**src/hdl/mrfc_pkg.sv**
```systemverilog
// ----------------------------------------------------------------------------
// mrfc_pkg
// Shared types and constants for the motor reply frame checker.
// ----------------------------------------------------------------------------
package mrfc_pkg;

  localparam int unsigned BYTE_W       = 8;
  localparam int unsigned STATUS_W     = 2;
  localparam int unsigned LEN_W        = 4;
  localparam int unsigned PAYLOAD_W    = 64;
  localparam int unsigned MAX_DATA_DEF = 8;

  localparam logic [BYTE_W-1:0] START_BYTE   = 8'h3E;
  localparam logic [BYTE_W-1:0] MOTOR_ID_RST = 8'd1;

  localparam logic [STATUS_W-1:0] ST_OK     = 2'd0;
  localparam logic [STATUS_W-1:0] ST_FORMAT = 2'd1;
  localparam logic [STATUS_W-1:0] ST_CSUM   = 2'd2;

  typedef struct packed {
    logic [STATUS_W-1:0]  status;
    logic [BYTE_W-1:0]    command;
    logic [LEN_W-1:0]     data_len;
    logic [PAYLOAD_W-1:0] payload;
  } result_t;

endpackage

```
**src/hdl/mrfc_parser.sv**
```systemverilog
// ----------------------------------------------------------------------------
// mrfc_parser
// Frame state machine: takes one byte per accepted item, checks id, length,
// header and data sums, and produces at most one result per byte.
// ----------------------------------------------------------------------------
module mrfc_parser
  import mrfc_pkg::*;
#(
  parameter int unsigned MaxData = MAX_DATA_DEF
) (
  input  logic              clk_i,
  input  logic              rst_ni,
  input  logic              cfg_we_i,
  input  logic [BYTE_W-1:0] cfg_wdata_i,
  input  logic              byte_valid_i,
  input  logic [BYTE_W-1:0] rx_byte_i,
  output logic              res_valid_o,
  output result_t           res_o
);

  localparam int unsigned PlW = MaxData * BYTE_W;

  localparam logic [2:0] PH_HUNT = 3'd0;
  localparam logic [2:0] PH_CMD  = 3'd1;
  localparam logic [2:0] PH_ID   = 3'd2;
  localparam logic [2:0] PH_LEN  = 3'd3;
  localparam logic [2:0] PH_HSUM = 3'd4;
  localparam logic [2:0] PH_DATA = 3'd5;
  localparam logic [2:0] PH_DSUM = 3'd6;

  logic [2:0]        phase_q, phase_d;
  logic [BYTE_W-1:0] motor_id_q;
  logic [BYTE_W-1:0] cmd_q, cmd_d;
  logic [LEN_W-1:0]  len_q, len_d;
  logic [BYTE_W-1:0] hsum_q, hsum_d;
  logic [BYTE_W-1:0] dsum_q, dsum_d;
  logic [LEN_W-1:0]  cnt_q, cnt_d;
  logic [PlW-1:0]    payload_q, payload_d;
  logic [BYTE_W-1:0] b;

  assign b = rx_byte_i;

  always_comb begin
    phase_d     = phase_q;
    cmd_d       = cmd_q;
    len_d       = len_q;
    hsum_d      = hsum_q;
    dsum_d      = dsum_q;
    cnt_d       = cnt_q;
    payload_d   = payload_q;
    res_valid_o = 1'b0;
    res_o       = '{status: ST_FORMAT, command: cmd_q, data_len: '0, payload: '0};
    unique case (phase_q)
      PH_CMD: begin
        cmd_d   = b;
        res_o.command = b;
        hsum_d  = hsum_q + b;
        phase_d = PH_ID;
      end
      PH_ID: begin
        if (b != motor_id_q) begin
          res_valid_o = 1'b1;
          phase_d     = PH_HUNT;
        end else begin
          hsum_d  = hsum_q + b;
          phase_d = PH_LEN;
        end
      end
      PH_LEN: begin
        if (b > BYTE_W'(MaxData)) begin
          res_valid_o = 1'b1;
          phase_d     = PH_HUNT;
        end else begin
          len_d   = b[LEN_W-1:0];
          hsum_d  = hsum_q + b;
          phase_d = PH_HSUM;
        end
      end
      PH_HSUM: begin
        if (b != hsum_q) begin
          res_valid_o = 1'b1;
          phase_d     = PH_HUNT;
        end else if (len_q == '0) begin
          res_valid_o  = 1'b1;
          res_o.status = ST_OK;
          phase_d      = PH_HUNT;
        end else begin
          dsum_d    = '0;
          cnt_d     = '0;
          payload_d = '0;
          phase_d   = PH_DATA;
        end
      end
      PH_DATA: begin
        // count stays below len, which never exceeds MaxData
        for (int unsigned i = 0; i < MaxData; i++) begin
          if (cnt_q == LEN_W'(i)) payload_d[i*BYTE_W +: BYTE_W] = b;
        end
        dsum_d = dsum_q + b;
        cnt_d  = cnt_q + LEN_W'(1);
        if (cnt_d >= len_q) phase_d = PH_DSUM;
      end
      PH_DSUM: begin
        res_valid_o    = 1'b1;
        res_o.status   = (b == dsum_q) ? ST_OK : ST_CSUM;
        res_o.data_len = len_q;
        res_o.payload  = PAYLOAD_W'(payload_q);
        phase_d        = PH_HUNT;
      end
      default: begin
        phase_d = PH_HUNT;
        if (b == START_BYTE) begin
          hsum_d  = START_BYTE;
          phase_d = PH_CMD;
        end
      end
    endcase
    if (!byte_valid_i) res_valid_o = 1'b0;
  end

  always_ff @(posedge clk_i or negedge rst_ni) begin
    if (!rst_ni) begin
      phase_q    <= PH_HUNT;
      motor_id_q <= MOTOR_ID_RST;
    end else begin
      if (byte_valid_i) phase_q <= phase_d;
      if (cfg_we_i) motor_id_q <= cfg_wdata_i;
    end
  end

  always_ff @(posedge clk_i) begin
    if (byte_valid_i) begin
      cmd_q     <= cmd_d;
      len_q     <= len_d;
      hsum_q    <= hsum_d;
      dsum_q    <= dsum_d;
      cnt_q     <= cnt_d;
      payload_q <= payload_d;
    end
  end

  a_res_needs_byte: assert property (@(posedge clk_i) disable iff (!rst_ni)
    res_valid_o |-> byte_valid_i)
    else $error("result without an accepted byte");

  a_res_back_to_hunt: assert property (@(posedge clk_i) disable iff (!rst_ni)
    res_valid_o |=> phase_q == PH_HUNT)
    else $error("frame checker not hunting after a result");

  a_len_in_range: assert property (@(posedge clk_i) disable iff (!rst_ni)
    (phase_q == PH_DATA || phase_q == PH_DSUM) |-> (len_q != '0 &&
      len_q <= LEN_W'(MaxData)))
    else $error("data phase with out-of-range length");

endmodule

```
**src/hdl/mrfc_outbuf.sv**
```systemverilog
// ----------------------------------------------------------------------------
// mrfc_outbuf
// Result register with one skid entry; the input side stalls only while the
// skid entry is occupied.
// ----------------------------------------------------------------------------
module mrfc_outbuf
  import mrfc_pkg::*;
(
  input  logic    clk_i,
  input  logic    rst_ni,
  input  logic    res_valid_i,
  input  result_t res_i,
  output logic    full_o,
  output logic    out_valid_o,
  input  logic    out_stall_i,
  output result_t out_o
);

  logic    ov_q, sv_q;
  result_t out_q, skid_q;
  logic    take;

  assign take        = ov_q && !out_stall_i;
  assign full_o      = sv_q;
  assign out_valid_o = ov_q;
  assign out_o       = out_q;

  always_ff @(posedge clk_i or negedge rst_ni) begin
    if (!rst_ni) begin
      ov_q <= 1'b0;
      sv_q <= 1'b0;
    end else if (sv_q) begin
      if (take) sv_q <= 1'b0;
    end else if (res_valid_i) begin
      if (!ov_q || take) ov_q <= 1'b1;
      else sv_q <= 1'b1;
    end else if (take) begin
      ov_q <= 1'b0;
    end
  end

  always_ff @(posedge clk_i) begin
    if (sv_q) begin
      if (take) out_q <= skid_q;
    end else if (res_valid_i) begin
      if (!ov_q || take) out_q <= res_i;
      else skid_q <= res_i;
    end
  end

  a_skid_implies_out: assert property (@(posedge clk_i) disable iff (!rst_ni)
    sv_q |-> ov_q)
    else $error("skid entry held while result register empty");

  a_no_res_when_full: assert property (@(posedge clk_i) disable iff (!rst_ni)
    sv_q |-> !res_valid_i)
    else $error("result arrived while buffer full");

  a_drain_keeps_valid: assert property (@(posedge clk_i) disable iff (!rst_ni)
    (sv_q && !out_stall_i) |=> (ov_q && !sv_q))
    else $error("skid entry lost on drain");

endmodule

```
**src/hdl/motor_reply_frame_checker_top.sv**
```systemverilog
// ----------------------------------------------------------------------------
// motor_reply_frame_checker_top
// Byte-serial deframer for motor reply frames with header and data sums.
// ----------------------------------------------------------------------------
//  channel | handshake                | payload
//  --------+--------------------------+-------------------------------------
//  in      | in_valid_i / in_stall_o  | rx_byte_i
//  out     | out_valid_o / out_stall_i| status_o, command_o, data_len_o,
//          |                          | payload_o
//  cfg     | cfg_we_i                 | cfg_wdata_i (motor id)
//
// One byte per cycle sustained while in_stall_o is low; the result of the byte
// that ends or rejects a frame is registered and leaves from the result register.
// Reset clears the frame phase to hunting and sets the motor id to 1.
// A stalled output fills the result register, then one skid entry; only
// then is the input stalled.
// ----------------------------------------------------------------------------
module motor_reply_frame_checker_top
  import mrfc_pkg::*;
#(
  parameter int unsigned MaxData = MAX_DATA_DEF
) (
  input  logic                 clk_i,
  input  logic                 rst_ni,
  input  logic                 cfg_we_i,
  input  logic [BYTE_W-1:0]    cfg_wdata_i,
  input  logic                 in_valid_i,
  output logic                 in_stall_o,
  input  logic [BYTE_W-1:0]    rx_byte_i,
  output logic                 out_valid_o,
  input  logic                 out_stall_i,
  output logic [STATUS_W-1:0]  status_o,
  output logic [BYTE_W-1:0]    command_o,
  output logic [LEN_W-1:0]     data_len_o,
  output logic [PAYLOAD_W-1:0] payload_o
);

  logic    full;
  logic    accept;
  logic    res_valid;
  result_t res, out;

  assign in_stall_o = full;
  assign accept     = in_valid_i && !full;

  mrfc_parser #(
    .MaxData(MaxData)
  ) u_parser (
    .clk_i       (clk_i),
    .rst_ni      (rst_ni),
    .cfg_we_i    (cfg_we_i),
    .cfg_wdata_i (cfg_wdata_i),
    .byte_valid_i(accept),
    .rx_byte_i   (rx_byte_i),
    .res_valid_o (res_valid),
    .res_o       (res)
  );

  mrfc_outbuf u_outbuf (
    .clk_i      (clk_i),
    .rst_ni     (rst_ni),
    .res_valid_i(res_valid),
    .res_i      (res),
    .full_o     (full),
    .out_valid_o(out_valid_o),
    .out_stall_i(out_stall_i),
    .out_o      (out)
  );

  assign status_o   = out.status;
  assign command_o  = out.command;
  assign data_len_o = out.data_len;
  assign payload_o  = out.payload;

endmodule

```
**config.mk**
```make
export PLATFORM = sky130hd
export DESIGN_NAME = motor_reply_frame_checker_top
export DESIGN_NICKNAME = d
export VERILOG_FILES = /design/src/hdl/mrfc_pkg.sv /design/src/hdl/mrfc_parser.sv /design/src/hdl/mrfc_outbuf.sv /design/src/hdl/motor_reply_frame_checker_top.sv
export SDC_FILE = /design/constraint.sdc
export NUM_CORES = 1
export LEC_CHECK = 0
export BUFFER_PORTS_ARGS = -buffer_cell sky130_fd_sc_hd__buf_2
export CAP_MARGIN = 20
export CORE_MARGIN = 10
export CORE_UTILIZATION = 50
export CTS_CLUSTER_SIZE = 25
export DETAILED_ROUTE_END_ITERATION = 8
export GPL_TIMING_DRIVEN = 0
export PLACE_DENSITY_LB_ADDON = 0.25
export SLEW_MARGIN = 40
export SYNTH_ARGS = -nofsm -noshare
export SYNTH_HDL_FRONTEND = slang
export SYNTH_SLANG_ARGS = --single-unit
```
**constraint.sdc**
```tcl
create_clock -name clk_i -period 12.72 [get_ports clk_i]
set_clock_uncertainty 0.15 [all_clocks]
set_input_delay 1.272 -clock clk_i [delete_from_list [all_inputs] [get_ports clk_i]]
set_output_delay 1.272 -clock clk_i [all_outputs]
set_load 0.02 [all_outputs]
```
==> metrics.csv, run 1 <==
stage,metric,value,unit
run_status,status,"finished, final reports clean",
route,wire_per_inst,18.9,µm
synth,syn-cell-area,11000,µm²
pwr,ir_worst_vdd,0.155,mV
pwr,p_sw,0.000438,W
grt,grt_pass1_wl,33.5,mm
setup_path,end_kind,flip-flop,
pwr,power_frac_seq,53.0,%
pwr,p_clk_share,36.4,%
floorplan,rows,54,
clock_network,postCtsHoldBufs,0,
setup_path,crit_path_start_kind,primary input,
route,wl,21.1,mm
sta,maxSlewHeadroom,46.4,%
floorplan,initial_utilization,50.6,%
flow_run,drv_cap,0,
placed_design,dpl.hpwl,14.9,mm
cells_and_area,mostFrequentLayoutCell,edfxtp_1,
sta,hold_viol,0,
setup_path,critPathKind,in -> reg,
grt,antenna_found_initial,0,
route,drc,0,
clock_network,htree_num_levels,1,
grt,overflow,0,
setup_path,slowest_delay,560,ps
clock_network,cts.path.max_buffers,3,
setup_path,path_buf_inv,3,
placed_design,place_ws,8210,ps
clock_network,cts_setup_buffers,0,
floorplan,die_x,168,µm
setup_path,worst_path_max_delay_cell,or4_4,
cells_and_area,multi_input_area,2930,µm²
pwr,powerDensity,150,nW/µm²
pwr,power_frac_comb,10.5,%
sta,drv_slew,0,
pwr,leakage,5.01,nW
setup_path,cp_common_cell,buf_16,
floorplan,die_area,28300,µm²
clock_network,cts_sinks,265,
sta,fmax,251,MHz
route,firstDrtPassIters,5,
grt,first_global_vias,6198,
floorplan,die_y,168,µm
cells_and_area,ff_latch_area,7890,µm²
setup_path,cp.arrival,4100,ps
sta,worst_pin_slew,793,ps
synth,postSynthAreaPerCell,16.0,µm²
floorplan,pin_count,101,
cells_and_area,final_cell_mix,"252 x edfxtp_1, 99 x buf_2, 91 x mux2_2",
setup_path,path_max_fanout,21,
setup_path,reg2reg_slack,9310,ps
synth,ys_ff_latch,265,
clock_network,cts_tree,done,
setup_path,worst_path_dominant_cell_family,simple AND/OR/NAND/NOR gates,
min_path,hold_class,reg -> reg,
sta,whs,378,ps
cells_and_area,layout-drive-gt1-share,28.8,%
sta,timing.final.crit_share,31.3,%
pwr,p_int,0.00148,W
sta,setup_viol,0,
sta,rsz0062_at_grt,no,
sta,fin_crit,3990,ps
clock_network,cts_root_buf,clkbuf_16,
synth,yosysSeqAreaShare,71.9,%
route,drt_iter0_drc,478,
route,vias_per_cell,5.38,
setup_path,cp.required,12830,ps
sta,setup_ws,8730,ps
clock_network,clock_latency,520,ps
setup_path,crit_chain,buf_2 -> ha_1 -> or4_4 -> nor4b_1 -> o22ai_1 -> o21ai_1 -> nor2_4 -> buf_16 -> buf_16,
floorplan,core_area,21700,µm²
cells_and_area,fillCellCount,1631,
cells_and_area,diodes,0,
synth,synthDistinctLibCells,56,
pwr,swShare,22.9,%
cells_and_area,synthToLayoutAreaGrowth,16.3,%
placed_design,port-buffer-count,98,
sta,tns,0,ps
placed_design,placed_area,12000,µm²
clock_network,path_clk_slew,60,ps
synth,syn-num-nets,730,
synth,syn_inst,685,
synth,yosys_most_used_dff,edfxtp_1,
grt,grt.total_usage,14.6,%
cells_and_area,nets,865,
grt,grt_max_degree,22,
synth,synth-async-reset-ratio,4.91,%
route,antenna_left,0,
synth,synth_edf_count,252,
synth,synth_warnings,0,
placed_design,routabilityCongestion,0.796,
clock_network,postCtsResizedCells,0,
route,vias,5996,
cells_and_area,design_area,12800,µm²
clock_network,cts_made_buffers,26,
state kept, by name, summed over array words and instances, names as in the netlist:
name,flops
u_outbuf.out_valid_o,1
u_outbuf.full_o,1
u_parser.hsum_q,8
u_parser.cnt_q,4
u_parser.phase_q,3
u_parser.motor_id_q,8
u_outbuf.skid_q,78
u_parser.len_q,4
u_parser.dsum_q,8
u_outbuf.out_o,78
u_parser.payload_q,64
u_parser.cmd_q,8
cell families (layout without fill, tap and decap cells):
family          after synthesis  after routing  synth area share (%)
compound gates               63             63                  3.59
xor+xnor                     14             14                  1.12
fa+ha+maj                    24             24                  2.87
buf+inv                      45            194                  1.54
flops                       265            265                  71.9
mux                          93             93                  9.52
simple gates                181            181                  9.42
cells in the mapped netlist, types with 2 or more instances:
| cell type | number | area, µm² |
|---|---|---|
| edfxtp_1 | 252 | 7570 |
| mux2_2 | 91 | 1020 |
| and2_1 | 77 | 482 |
| nor2_1 | 28 | 105 |
| clkbuf_1 | 24 | 90.1 |
| ha_1 | 22 | 275 |
| a21oi_1 | 20 | 100 |
| inv_1 | 18 | 67.6 |
| nand2_1 | 17 | 63.8 |
| o21ai_0 | 14 | 70.1 |
| dfrtp_1 | 12 | 300 |
| nor2b_1 | 10 | 62.6 |
| xor2_1 | 10 | 87.6 |
| nor3_1 | 8 | 40.0 |
| nor4_1 | 7 | 43.8 |
| nand3_1 | 6 | 30.0 |
| nand2b_1 | 5 | 31.3 |
| a31oi_1 | 4 | 25.0 |
| nor3b_1 | 4 | 30.0 |
| o31ai_1 | 4 | 30.0 |
| or3_1 | 4 | 25.0 |
| xnor2_1 | 4 | 35.0 |
| a21o_1 | 3 | 22.5 |
| o21bai_1 | 3 | 22.5 |
| a21boi_0 | 2 | 15.0 |
| a22o_1 | 2 | 17.5 |
| and3_1 | 2 | 12.5 |
| fa_1 | 2 | 40.0 |
| inv_2 | 2 | 7.51 |
| mux2i_1 | 2 | 20.0 |
through the flow:
| step | utilization (%) | power [W] | cells |
|---|---|---|---|
| detailed placement | 55.3 | 0.00124 | 1071 |
| global route | 58.8 | 0.00199 | 1114 |
| finish | 58.8 | 0.00192 | 1114 |
| global placement | 54.5 | 0.00123 | 1063 |
| CTS | 58.8 | 0.00193 | 1113 |
| floorplan | - | 0.00117 | 685 |
area by class of cell:
type | count | share of cell area, %
Sequential cell | 265 | 61.9
Clock inverter | 10 | 0.569
Clock buffer | 32 | 5.44
Timing Repair Buffer | 107 | 5.12
Inverter | 20 | 0.588
Multi-Input combinational cell | 375 | 23.0
Buffer | 25 | 0.735
Tap cell | 280 | 2.75
worst paths after layout:
path,end,startpoint,cells past startpoint
max,u_outbuf.skid_q[48],rx_byte_i[5],9
min in group asynchronous,u_parser.motor_id_q[5],rst_ni,1
max in group asynchronous,u_parser.motor_id_q[0],rst_ni,1
min reg2reg,u_parser.motor_id_q[1],u_parser.motor_id_q[1],1
max reg2reg,u_outbuf.skid_q[48],u_parser.hsum_q[5],8
min,u_parser.motor_id_q[1],u_parser.motor_id_q[1],1
metal layers:
layer	global-route usage [%]	up-vias	wire, µm
li1	-	2829	-
met1	18.5	2918	8840
met2	23.9	206	10100
met3	3.80	43	1560
met4	4.92	0	536
met5	0	-	0
power by group through the flow:
stage	sequential [W]	clock (W)	combinational, W
global route	0.00102	0.000747	0.000222
finish	0.00102	0.000699	0.000202
global placement	0.00104	0	0.000185
CTS	0.00102	0.000713	0.000204
floorplan	0.00107	0	0.000102
detailed placement	0.00103	0	0.000203
No activity file was read; power rests on OpenSTA's default activity.
==> run 2, diff against run 1 <==
==> constraint.sdc (replaced) <==
create_clock -name clk_i -period 3.51 [get_ports clk_i]
set_clock_uncertainty 0.15 [all_clocks]
set_input_delay 0.351 -clock clk_i [delete_from_list [all_inputs] [get_ports clk_i]]
set_output_delay 0.351 -clock clk_i [all_outputs]
set_load 0.02 [all_outputs]
==> metrics.csv, run 2 (synthesis results as in run 1) <==
stage,metric,value,unit,change
clock_network,clock_latency,520,ps,about the same
cells_and_area,fillCellCount,1637,,+0.37%
flow_run,drv_cap,0,,unchanged
setup_path,end_kind,flip-flop,,
floorplan,core_area,21700,µm²,unchanged
cells_and_area,design_area,12900,µm²,+1.2%
sta,worst_pin_slew,831,ps,+37.1 ps
sta,rsz0062_at_grt,yes,,
grt,grt_pass1_wl,32.8,mm,-2.0%
placed_design,placed_area,12000,µm²,unchanged
setup_path,crit_path_start_kind,flip-flop,,
cells_and_area,synthToLayoutAreaGrowth,17.7,%,
sta,setup_viol,0,,unchanged
floorplan,die_area,28300,µm²,unchanged
pwr,leakage,5.07,nW,+1.2%
clock_network,cts_tree,done,,
sta,maxSlewHeadroom,44.4,%,-2.0 points
clock_network,cts_sinks,265,,unchanged
sta,drv_slew,0,,unchanged
floorplan,die_x,168,µm,unchanged
route,wire_per_inst,18.4,µm,-2.8%
grt,grt.total_usage,14.3,%,-0.31 points
sta,timing.final.crit_share,96.7,%,
sta,whs,47.8,ps,-330 ps
placed_design,routabilityCongestion,0.803,,+0.92%
setup_path,slowest_delay,670,ps,+110 ps
cells_and_area,instances_no_fill,1128,,+1.3%
pwr,ir_worst_vdd,0.445,mV,+190%
setup_path,cp.required,3510,ps,-9320 ps
route,firstDrtPassIters,5,,unchanged
cells_and_area,diodes,0,,unchanged
route,vias_per_cell,5.28,,-1.9%
clock_network,cts_made_buffers,26,,unchanged
placed_design,dpl.hpwl,14.5,mm,-2.5%
grt,grt_max_degree,22,,unchanged
cells_and_area,final_cell_mix,"252 x edfxtp_1, 98 x buf_2, 91 x mux2_2",,
sta,fmax,295,MHz,
grt,overflow,0,,unchanged
clock_network,path_clk_slew,60,ps,about the same
setup_path,path_max_fanout,9,,-57%
setup_path,crit_chain,ha_1 -> or4_4 -> nor4b_1 -> o211ai_1 -> nor2_1,,
run_status,status,"finished, final reports clean",,
floorplan,die_y,168,µm,unchanged
floorplan,pin_count,101,,unchanged
setup_path,worst_path_max_delay_cell,nor2_1,,
route,antenna_left,0,,unchanged
clock_network,cts_root_buf,clkbuf_16,,
setup_path,critPathKind,reg -> reg,,
clock_network,cts.path.max_buffers,3,,unchanged
sta,hold_viol,0,,unchanged
route,wl,20.8,mm,-1.6%
grt,antenna_found_initial,0,,unchanged
setup_path,cp.arrival,3390,ps,-710 ps
setup_path,path_buf_inv,0,,-3
pwr,powerDensity,546,nW/µm²,+260%
clock_network,htree_num_levels,1,,unchanged
route,drt_iter0_drc,383,,-20%
sta,fin_crit,3390,ps,
placed_design,port-buffer-count,98,,unchanged
route,vias,5955,,-0.68%
min_path,hold_class,in -> reg,,
placed_design,dp_cells,1071,,unchanged
cells_and_area,mostFrequentLayoutCell,edfxtp_1,,
cells_and_area,nets,874,,+1.0%
floorplan,rows,54,,unchanged
setup_path,worst_path_dominant_cell_family,simple AND/OR/NAND/NOR gates,,
grt,first_global_vias,6085,,-1.8%
floorplan,initial_utilization,50.6,%,unchanged
clock_network,cts_setup_buffers,0,,unchanged
cells_and_area,layout-drive-gt1-share,29.4,%,+0.59 points
route,drc,0,,unchanged
==> run 2: cell count changes in the layout (fill, tap and decap cells not counted), sizes merged <==
cell,change
clkbuf,-2
clkinv,+3
dlygate4sd3,+10
clkinvlp,+3
bufinv,+1
buf,-1
==> run 2: cell type report <==
type	count	area [µm²]	share of cell area, %
flip-flops and latches	265	7890	61.1
multi-input cells	375	2940	22.7
repair buffers	116	748	5.79
clock buffers	30	666	5.15
well taps	280	350	2.71
clock inverters	17	154	1.19
plain buffers	25	93.8	0.727
inverters	20	75.1	0.581
==> run 2: metal layers <==
metal,vias to the layer above,routed length (µm),part of all wire (%),global-route usage [%]
met1,2870,8910,43,18.5
met5,-,0,0,0
met4,0,617,3.0,5.11
met2,174,9910,48,23.2
li1,2865,-,-,-
met3,46,1310,6.3,3.31
==> run 2: what timing repair did <==
| action | CTS | global route |
|---|---|---|
| hold endpoints to repair | 22 | 0 |
| setup endpoints to repair | 0 | 83 |
| hold buffers | 10 | 0 |
| gates resized for setup | 0 | 2 |
==> run 2: final timing paths <==
kind	end	from	slack, ps	depth (start not counted)
min reg2reg	u_parser.motor_id_q[3]	u_parser.motor_id_q[3]	380	1
max in group asynchronous	u_parser.motor_id_q[0]	rst_ni	2810	2
max	u_parser.payload_q[6]	u_parser.hsum_q[5]	120	5
min	u_parser.len_q[1]	rx_byte_i[1]	50	1
max reg2reg	u_parser.payload_q[6]	u_parser.hsum_q[5]	120	5
min in group asynchronous	u_parser.motor_id_q[3]	rst_ni	110	2
==> run 2: power by group <==
part / switching [W] / leakage (nW) / internal [W]
Combinational: 0.000468 / 1.91 / 0.000269
Sequential: 0.0000457 / 2.75 / 0.00364
Clock: 0.00113 / 0.397 / 0.00151
Total: 0.00164 / 5.07 / 0.00542
==> run 2: per-stage QoR <==
stage               worst slack, ps  power, W  TNS [ps]  utilization (%)
CTS                            89.9   0.00712         0             59.5
detailed placement             -119   0.00448     -9230             55.3
floorplan                       177   0.00424         0                -
global route                  -51.5   0.00732      -730             59.6
finish                          117   0.00706         0             59.6
global placement               -651   0.00443    -82990             54.6
